## src/rtl/direction_sum_winner_take_all_core_assert.svh

```systemverilog
// ----------------------------------------------------------------------------
// direction sum winner-take-all assertion macros
// concurrent checks that compile away when NO_ASSERTIONS is defined
// ----------------------------------------------------------------------------
`ifndef DIRECTION_SUM_WINNER_TAKE_ALL_CORE_ASSERT_SVH
`define DIRECTION_SUM_WINNER_TAKE_ALL_CORE_ASSERT_SVH

`ifndef NO_ASSERTIONS

// same-cycle implication, sampled on clk, off during reset
`define DSWTA_ASSERT_SAME(lbl, ante, cons) \
    lbl: assert property (@(posedge clk) disable iff (!rst_n) (ante) |-> (cons)) \
        else $error("dswta assertion failed");

// next-cycle implication, sampled on clk, off during reset
`define DSWTA_ASSERT_NEXT(lbl, ante, cons) \
    lbl: assert property (@(posedge clk) disable iff (!rst_n) (ante) |=> (cons)) \
        else $error("dswta assertion failed");

`else

`define DSWTA_ASSERT_SAME(lbl, ante, cons)
`define DSWTA_ASSERT_NEXT(lbl, ante, cons)

`endif

`endif

```

## src/rtl/dswta_pkg.sv

```systemverilog
// ----------------------------------------------------------------------------
// dswta_pkg
// shared types and constants of the direction sum winner-take-all core
// ----------------------------------------------------------------------------
`timescale 1ns / 1ps
`default_nettype none

package dswta_pkg;

    localparam int COST_W   = 32;
    localparam int SUM_W    = 48;
    localparam int SCALED_W = 33;
    localparam int DIRS_W   = 5;
    localparam int DISPS_W  = 8;
    localparam int WEIGHT_W = 17;
    localparam int DIRCNT_W = 4;
    localparam int CFG_IDX_W  = 2;
    localparam int CFG_DATA_W = 17;

    localparam logic [DIRS_W-1:0] MAX_DIRS = 5'd16;

    // configuration register indexes
    localparam logic [CFG_IDX_W-1:0] REG_NUM_DIRS       = 2'd0;
    localparam logic [CFG_IDX_W-1:0] REG_NUM_DISPS      = 2'd1;
    localparam logic [CFG_IDX_W-1:0] REG_INV_DIR_WEIGHT = 2'd2;

    localparam logic [DIRS_W-1:0]   RST_NUM_DIRS       = 5'd4;
    localparam logic [DISPS_W-1:0]  RST_NUM_DISPS      = 8'd64;
    localparam logic [WEIGHT_W-1:0] RST_INV_DIR_WEIGHT = 17'd65536;

    typedef struct packed {
        logic signed [COST_W-1:0] cost_value;
        logic signed [COST_W-1:0] msg_value;
    } dswta_item_t;

    typedef struct packed {
        logic signed [COST_W-1:0] aggregated_cost;
        logic                     label_valid;
        logic [DISPS_W-1:0]       label;
    } dswta_result_t;

    typedef struct packed {
        logic [DIRS_W-1:0]   num_dirs;
        logic [DISPS_W-1:0]  num_disps;
        logic [WEIGHT_W-1:0] inv_dir_weight;
    } dswta_cfg_t;

    // one closed disparity handed from the accumulator to the selector
    typedef struct packed {
        logic signed [SUM_W-1:0] sum;
        logic                    first;
        logic                    last;
        logic [DISPS_W-1:0]      index;
    } dswta_close_t;

endpackage

`default_nettype wire

```

## src/rtl/dswta_accum.sv

```systemverilog
// ----------------------------------------------------------------------------
// dswta_accum
// message scaling stage and per-disparity running sum with direction and
// disparity counters
// ----------------------------------------------------------------------------
`timescale 1ns / 1ps
`default_nettype none

module dswta_accum (
    input  wire logic                      clk,
    input  wire logic                      rst_n,
    input  wire dswta_pkg::dswta_cfg_t     cfg,
    input  wire logic                      item_valid,
    output logic                           item_ready,
    input  wire dswta_pkg::dswta_item_t    item,
    output logic                           close_valid,
    input  wire logic                      close_ready,
    output dswta_pkg::dswta_close_t        close
);

    import dswta_pkg::*;

    // scale stage
    logic                       s1_valid_reg;
    logic signed [COST_W-1:0]   s1_cost_reg;
    logic signed [SCALED_W-1:0] s1_scaled_reg;

    // accumulate stage
    logic                      s2_valid_reg;
    dswta_close_t              s2_close_reg;
    logic                      s2_ready;
    logic                      fire;

    logic [DIRCNT_W-1:0]       dir_count_reg, dir_count_next;
    logic [DISPS_W-1:0]        disp_count_reg, disp_count_next;
    logic signed [SUM_W-1:0]   running_sum_reg, running_sum_next;
    logic [DIRS_W-1:0]         nd;
    logic [DISPS_W-1:0]        np;
    logic                      dir_close;
    logic                      disp_last;
    logic signed [SUM_W-1:0]   base;

    function automatic logic signed [COST_W+WEIGHT_W:0] scaled_of(
        input logic signed [COST_W-1:0] msg,
        input logic [WEIGHT_W-1:0]      w
    );
        logic signed [WEIGHT_W:0] ws;
        ws = $signed({1'b0, w});
        return msg * ws;
    endfunction

    always_comb
    begin
        nd = cfg.num_dirs;
        if (cfg.num_dirs == '0)
        begin
            nd = DIRS_W'(1);
        end
        else if (cfg.num_dirs > MAX_DIRS)
        begin
            nd = MAX_DIRS;
        end
        np = (cfg.num_disps == '0) ? DISPS_W'(1) : cfg.num_disps;
    end

    assign item_ready = !s1_valid_reg || s2_ready;
    assign s2_ready   = !s2_valid_reg || close_ready;
    assign fire       = s1_valid_reg && s2_ready;

    // scale stage: signed message times unsigned weight, floor shift by 16
    always_ff @(posedge clk or negedge rst_n)
    begin
        if (!rst_n)
        begin
            s1_valid_reg <= 1'b0;
        end
        else if (item_ready)
        begin
            s1_valid_reg <= item_valid;
        end
    end

    always_ff @(posedge clk)
    begin
        if (item_ready && item_valid)
        begin
            s1_cost_reg   <= item.cost_value;
            s1_scaled_reg <= SCALED_W'(scaled_of(item.msg_value, cfg.inv_dir_weight) >>> 16);
        end
    end

    // accumulate stage
    always_comb
    begin
        base             = (dir_count_reg == '0) ? SUM_W'(s1_cost_reg) : running_sum_reg;
        running_sum_next = base + SUM_W'(s1_scaled_reg);
        dir_close        = ({1'b0, dir_count_reg} + DIRS_W'(1)) >= nd;
        disp_last        = ({1'b0, disp_count_reg} + 9'd1) >= {1'b0, np};
        dir_count_next   = dir_close ? '0 : dir_count_reg + DIRCNT_W'(1);
        disp_count_next  = disp_count_reg;
        if (dir_close)
        begin
            disp_count_next = disp_last ? '0 : disp_count_reg + DISPS_W'(1);
        end
    end

    always_ff @(posedge clk or negedge rst_n)
    begin
        if (!rst_n)
        begin
            s2_valid_reg    <= 1'b0;
            dir_count_reg   <= '0;
            disp_count_reg  <= '0;
            running_sum_reg <= '0;
        end
        else
        begin
            if (s2_ready)
            begin
                s2_valid_reg <= fire && dir_close;
            end
            if (fire)
            begin
                dir_count_reg   <= dir_count_next;
                disp_count_reg  <= disp_count_next;
                running_sum_reg <= dir_close ? '0 : running_sum_next;
            end
        end
    end

    always_ff @(posedge clk)
    begin
        if (fire && dir_close)
        begin
            s2_close_reg.sum   <= running_sum_next;
            s2_close_reg.first <= (disp_count_reg == '0);
            s2_close_reg.last  <= disp_last;
            s2_close_reg.index <= disp_count_reg;
        end
    end

    assign close_valid = s2_valid_reg;
    assign close       = s2_close_reg;

endmodule

`default_nettype wire

```

## src/rtl/direction_sum_winner_take_all_core.sv

```systemverilog
// item to result: input, scale, accumulate and output registers in that order
// throughput: one item per cycle unless result_stall holds the output; the
// multiply, accumulate and select stages run concurrently
// reset: counters, running sum, best cost and all valid bits clear; config
// registers return to 4 directions, 64 disparities and unit weight
// ----------------------------------------------------------------------------
// direction_sum_winner_take_all_core
// sums scaled direction messages onto the unary cost of each disparity and
// picks the disparity of least aggregated cost for each pixel
// ----------------------------------------------------------------------------
`timescale 1ns / 1ps
`default_nettype none

`include "direction_sum_winner_take_all_core_assert.svh"

module direction_sum_winner_take_all_core (
    input  wire logic                                  clk,
    input  wire logic                                  rst_n,
    // item channel
    input  wire logic                                  item_valid,
    output logic                                       item_stall,
    input  wire dswta_pkg::dswta_item_t                item,
    // result channel
    output logic                                       result_valid,
    input  wire logic                                  result_stall,
    output dswta_pkg::dswta_result_t                   result,
    // configuration write channel
    input  wire logic                                  cfg_valid,
    output logic                                       cfg_ready,
    input  wire logic [dswta_pkg::CFG_IDX_W-1:0]       cfg_index,
    input  wire logic [dswta_pkg::CFG_DATA_W-1:0]      cfg_data
);

    import dswta_pkg::*;

    // configuration registers
    dswta_cfg_t cfg_reg;

    // input register stage
    logic        s0_valid_reg;
    dswta_item_t s0_item_reg;
    logic        s0_ready;
    logic        acc_ready;

    // closed disparity from the accumulator
    logic         close_valid;
    dswta_close_t close;

    // select and output stage
    logic                     out_valid_reg;
    dswta_result_t            out_reg;
    logic                     out_ready;
    logic                     sel_fire;
    logic signed [COST_W-1:0] best_cost_reg;
    logic [DISPS_W-1:0]       best_index_reg;
    logic signed [COST_W-1:0] agg;
    logic                     take_new;
    logic [DISPS_W-1:0]       label_now;

    // ------------------------------------------------------------------------
    // configuration: always ready, each accepted write is registered
    // unknown index is accepted and dropped
    // ------------------------------------------------------------------------
    assign cfg_ready = 1'b1;

    always_ff @(posedge clk or negedge rst_n)
    begin
        if (!rst_n)
        begin
            cfg_reg.num_dirs       <= RST_NUM_DIRS;
            cfg_reg.num_disps      <= RST_NUM_DISPS;
            cfg_reg.inv_dir_weight <= RST_INV_DIR_WEIGHT;
        end
        else if (cfg_valid && cfg_ready)
        begin
            case (cfg_index)
                REG_NUM_DIRS:       cfg_reg.num_dirs       <= cfg_data[DIRS_W-1:0];
                REG_NUM_DISPS:      cfg_reg.num_disps      <= cfg_data[DISPS_W-1:0];
                REG_INV_DIR_WEIGHT: cfg_reg.inv_dir_weight <= cfg_data[WEIGHT_W-1:0];
                default:            ;
            endcase
        end
    end

    // ------------------------------------------------------------------------
    // flow control: each stage loads when empty or when its contents move on,
    // so bubbles are squeezed out even while a result waits on the output
    // ------------------------------------------------------------------------
    assign out_ready  = !out_valid_reg || !result_stall;
    assign s0_ready   = !s0_valid_reg || acc_ready;
    assign item_stall = !s0_ready;

    always_ff @(posedge clk or negedge rst_n)
    begin
        if (!rst_n)
        begin
            s0_valid_reg <= 1'b0;
        end
        else if (s0_ready)
        begin
            s0_valid_reg <= item_valid;
        end
    end

    // payload register, captured on each input transaction
    always_ff @(posedge clk)
    begin
        if (s0_ready && item_valid)
        begin
            s0_item_reg <= item;
        end
    end

    // ------------------------------------------------------------------------
    // scale and accumulate: a registered stage each
    // ------------------------------------------------------------------------
    dswta_accum u_accum (
        .clk         (clk),
        .rst_n       (rst_n),
        .cfg         (cfg_reg),
        .item_valid  (s0_valid_reg),
        .item_ready  (acc_ready),
        .item        (s0_item_reg),
        .close_valid (close_valid),
        .close_ready (out_ready),
        .close       (close)
    );

    // ------------------------------------------------------------------------
    // select: saturate the closed sum, strict less-than keeps the first minimum
    // ------------------------------------------------------------------------
    always_comb
    begin
        if (close.sum[SUM_W-1:COST_W-1] == '0 || close.sum[SUM_W-1:COST_W-1] == '1)
        begin
            agg = close.sum[COST_W-1:0];
        end
        else if (close.sum[SUM_W-1])
        begin
            agg = {1'b1, {(COST_W-1){1'b0}}};
        end
        else
        begin
            agg = {1'b0, {(COST_W-1){1'b1}}};
        end
        take_new  = close.first || (agg < best_cost_reg);
        label_now = take_new ? close.index : best_index_reg;
    end

    assign sel_fire = close_valid && out_ready;

    always_ff @(posedge clk or negedge rst_n)
    begin
        if (!rst_n)
        begin
            out_valid_reg  <= 1'b0;
            best_cost_reg  <= '0;
            best_index_reg <= '0;
        end
        else
        begin
            if (out_ready)
            begin
                out_valid_reg <= close_valid;
            end
            if (sel_fire && take_new)
            begin
                best_cost_reg  <= agg;
                best_index_reg <= close.index;
            end
        end
    end

    // result payload; label reads zero until the pixel closes
    always_ff @(posedge clk)
    begin
        if (sel_fire)
        begin
            out_reg.aggregated_cost <= agg;
            out_reg.label_valid     <= close.last;
            out_reg.label           <= close.last ? label_now : '0;
        end
    end

    assign result_valid = out_valid_reg;
    assign result       = out_reg;

    // ------------------------------------------------------------------------
    // checks
    // ------------------------------------------------------------------------
    // a stall on the input only happens with every stage full and output held
    `DSWTA_ASSERT_SAME(a_stall_needs_full, item_stall, s0_valid_reg && out_valid_reg && result_stall)
    // a closed disparity moved into the output stage shows up as a result
    `DSWTA_ASSERT_NEXT(a_close_to_result, sel_fire, result_valid)
    // the first disparity of a pixel always becomes the best so far
    `DSWTA_ASSERT_NEXT(a_first_resets_best, sel_fire && close.first, best_index_reg == '0)

endmodule

`default_nettype wire
```

## config.mk

```make
export PLATFORM = sky130hd
export DESIGN_NAME = direction_sum_winner_take_all_core
export DESIGN_NICKNAME = d
export VERILOG_FILES = /design/src/rtl/dswta_pkg.sv /design/src/rtl/dswta_accum.sv /design/src/rtl/direction_sum_winner_take_all_core.sv
export VERILOG_INCLUDE_DIRS = /design/src /design/src/rtl
export SDC_FILE = /design/constraint.sdc
export NUM_CORES = 2
export LEC_CHECK = 0
export BUFFER_PORTS_ARGS = -buffer_cell sky130_fd_sc_hd__buf_2
export CORE_ASPECT_RATIO = 1.5
export CORE_MARGIN = 2
export CORE_UTILIZATION = 30
export DETAILED_ROUTE_END_ITERATION = 8
export GPL_ROUTABILITY_DRIVEN = 0
export GPL_TIMING_DRIVEN = 0
export SYNTH_ARGS = -nofsm -noshare
export SYNTH_HDL_FRONTEND = slang
export SYNTH_SLANG_ARGS = --single-unit
```

## constraint.sdc

```tcl
create_clock -name clk -period 6.57 [get_ports clk]
set_input_delay 1.314 -clock clk [delete_from_list [all_inputs] [get_ports clk]]
set_output_delay 1.314 -clock clk [all_outputs]
set_load 0.05 [all_outputs]
```

==> results.json <==
{
  "drive_above_1_share_pct": 13.71,
  "min_from": "s0_item_reg[32]$_DFFE_PP_",
  "skew_ns": 0.03215,
  "hp-class": "reg2reg",
  "drt-total-wl_um": 103900,
  "clk_pin_slew_worst_paths_ns": 0.06,
  "grt_use_total_pct": 17.24,
  "worstSetupStartpoint": "cfg_reg[6]$_DFFE_PN0P_",
  "final_max_slew_viol_count": 0,
  "rows": 154,
  "synth.avg_cell_area_um2": 10.27,
  "fmax_mhz": 151.7,
  "end_kind": "register",
  "htree_levels": 2,
  "dp.cells": 5163,
  "synth_top_area_share_pct": 28.93,
  "synth_nets": 4279,
  "fp.dieW_um": 285.4,
  "syn_area_um2": 35640,
  "reg2reg_slack_ns": -0.02,
  "max-clock-path-buffers": 3,
  "dieArea_um2": 121600,
  "cts_num_sinks": 362,
  "setup-violations-final": 1,
  "rsz0062_at_grt": "yes",
  "final_cell_count_no_fill": 5304,
  "grt_overflow": 0,
  "grt_pass1_wl_um": 158500,
  "multi_input_area_um2": 22710,
  "dr_total_vias": 25350,
  "synthArstFlopShare_pct": 37.02,
  "cap_violations": 0,
  "drt-pass1-iter-count": 7,
  "antenna_found_initial": 6,
  "cp_max_fo": 7,
  "numCtsBuffers": 43,
  "nets": 4516,
  "postCtsHoldBufs": 0,
  "min_to": "u_accum.s1_cost_reg[0]$_DFFE_PP_",
  "whs_ns": 0.4132,
  "io_pins": 132,
  "route.detailed.drc": 0,
  "ys_seq_area_share_pct": 28.63,
  "synthFlopType": "edfxtp_1",
  "finalHoldViolations": 0,
  "drt_iter0_drc": 1456,
  "synth-edff-count": 228,
  "yosysWarnings": 0,
  "slew_headroom_pct": 27.38,
  "start_util_pct": 30.27,
  "cts_tree": "yes",
  "rr_worst_depth": 22,
  "area_growth_syn_to_layout_pct": 15.46,
  "clock_latency_ns": 0.62,
  "post_drt_wl_per_cell_um": 19.59,
  "synth.area.top_cells": "fa_1 (29%), edfxtp_1 (19%), dfrtp_1 (9.2%)",
  "fin_crit_ns": 6.593,
  "layout_commonest_cell": "inv_1",
  "synth-seq-cells": 362,
  "synth_largest_area_cell": "fa_1",
  "cp.required_ns": 6.92,
  "timing.rr.end": "u_accum.s1_scaled_reg[25]$_DFFE_PP_",
  "synth_cell_types": 78,
  "reg2reg_from": "cfg_reg[6]$_DFFE_PN0P_",
  "grt_max_degree": 75,
  "min_path_cells": 0,
  "violations": "setup timing",
  "crit_type": "reg2reg",
  "largest_register_ff_count": 64,
  "grt_pass1_vias": 26956,
  "antenna_left": 0,
  "post-place-ws_ns": -1.838,
  "worstPathArrival_ns": 6.95,
  "crit_path_start_kind": "register",
  "seq_area_um2": 10220,
  "dp_hpwl_um": 82510,
  "netlist_instances": 3469,
  "worst_pin_slew_ns": 1.062,
  "final.fill_count": 11827,
  "core_um2": 117700,
  "viasPerCell": 4.779,
  "status": "finished with violations",
  "fin_crit_sh_pct": 100.4,
  "port_buffers": 130,
  "fp.dieH_um": 426.1,
  "final_cell_mix": "inv_1 (677), fa_1 (502), nand2_1 (433)",
  "cts-root-buf": "clkbuf_16",
  "setup_slack_ns": -0.02328
}
## area by class of cell
class,count,share of cell area (%)
Timing Repair Buffer,193,3.108
Clock inverter,22,0.6082
Clock buffer,58,2.877
Sequential cell,362,24.83
Inverter,685,6.270
Tap cell,1560,4.744
Multi-Input combinational cell,2287,55.19
Buffer,134,2.360
Antenna cell,3,0.01824
## Yosys cell counts, types with 49 or more instances
cell type  number
ha_1          207
and2_1        327
a21o_1         63
xnor2_1        49
clkbuf_1      129
o21ai_0       107
a21oi_1        93
nand2_1       434
edfxtp_1      228
inv_1         684
nor2_1         65
fa_1          515
dfrtp_1       131
## metrics by stage
step                       TNS (ns)  utilization [%]  instance area (um2)
after global routing         -1.677            34.94                41140
after detailed placement     -32.52            32.58                38360
after floorplan                   0                -                35640
final                      -0.02328            34.95                41150
after global placement       -32.04            32.48                38240
after CTS                 -0.004251            34.70                40860
## cell families (layout without fill, tap and decap cells)
kind of cell / Yosys count / count (layout) / share of synthesized area, %
flip-flops: 362 / 362 / 28.63
XOR/XNOR: 83 / 83 / 2.040
other: 1 / 4 / 0.01052
multiplexers: 72 / 72 / 2.689
buffers and inverters: 820 / 1092 / 8.834
AND/OR/NAND/NOR: 996 / 996 / 13.96
adder cells (fa/ha/maj): 722 / 722 / 36.20
AO/OA/AOI/OAI: 413 / 413 / 7.633
## worst max-delay path by stage
| stage | to | slack, ns | cells past startpoint |
|---|---|---|---|
| 2_1_floorplan | u_accum.s1_scaled_reg[26]$_DFFE_PP_ | 0.20 | 22 |
| 3_3_place_gp | u_accum.s1_scaled_reg[26]$_DFFE_PP_ | -1.77 | 22 |
| 3_5_place_dp | u_accum.s1_scaled_reg[26]$_DFFE_PP_ | -1.84 | 22 |
| 4_1_cts | u_accum.s1_scaled_reg[32]$_DFFE_PP_ | -0.004 | 24 |
| 5_1_grt | u_accum.s1_scaled_reg[31]$_DFFE_PP_ | -0.18 | 22 |
| 6_report | u_accum.s1_scaled_reg[25]$_DFFE_PP_ | -0.02 | 22 |
## worst max-delay path, cell delays in order (launching register included)
cell and delay (ns):
dfrtp_2 0.53, clkbuf_16 0.23, and2_4 0.14, fa_1 0.53, inv_1 0.05, fa_2 0.53
fa_1 0.44, fa_1 0.58, inv_1 0.06, fa_1 0.49, fa_1 0.45, ha_4 0.29
nand4_1 0.14, a211oi_4 0.23, o41ai_4 0.16, a2111oi_2 0.31, buf_4 0.19, o31ai_4 0.08
buf_12 0.15, a21oi_4 0.26, nor3_4 0.10, o31ai_2 0.26, xnor2_1 0.11
## repair_timing
| item | 4_1_cts | 5_1_grt |
|---|---|---|
| gates resized for setup | 201 | 72 |
| pin swaps | 35 | 35 |
| setup endpoints to repair | 30 | 22 |
| buffers inserted | 49 | 11 |
## metal layers
layer  GRT usage (%)  part of all wire (%)  vias to the layer above  wire (um)
li1                -                     -                    11415          -
met1           20.15                    38                    12752      39960
met2           30.02                    49                      882      50750
met3           2.484                   5.8                      301       5985
met4           10.15                   6.9                        0       7211
met5               0                     0                        -          0
Power is left out: the tool's default activity adds up to more than one toggle a clock period on the data nets, which glitch-free logic cannot reach.
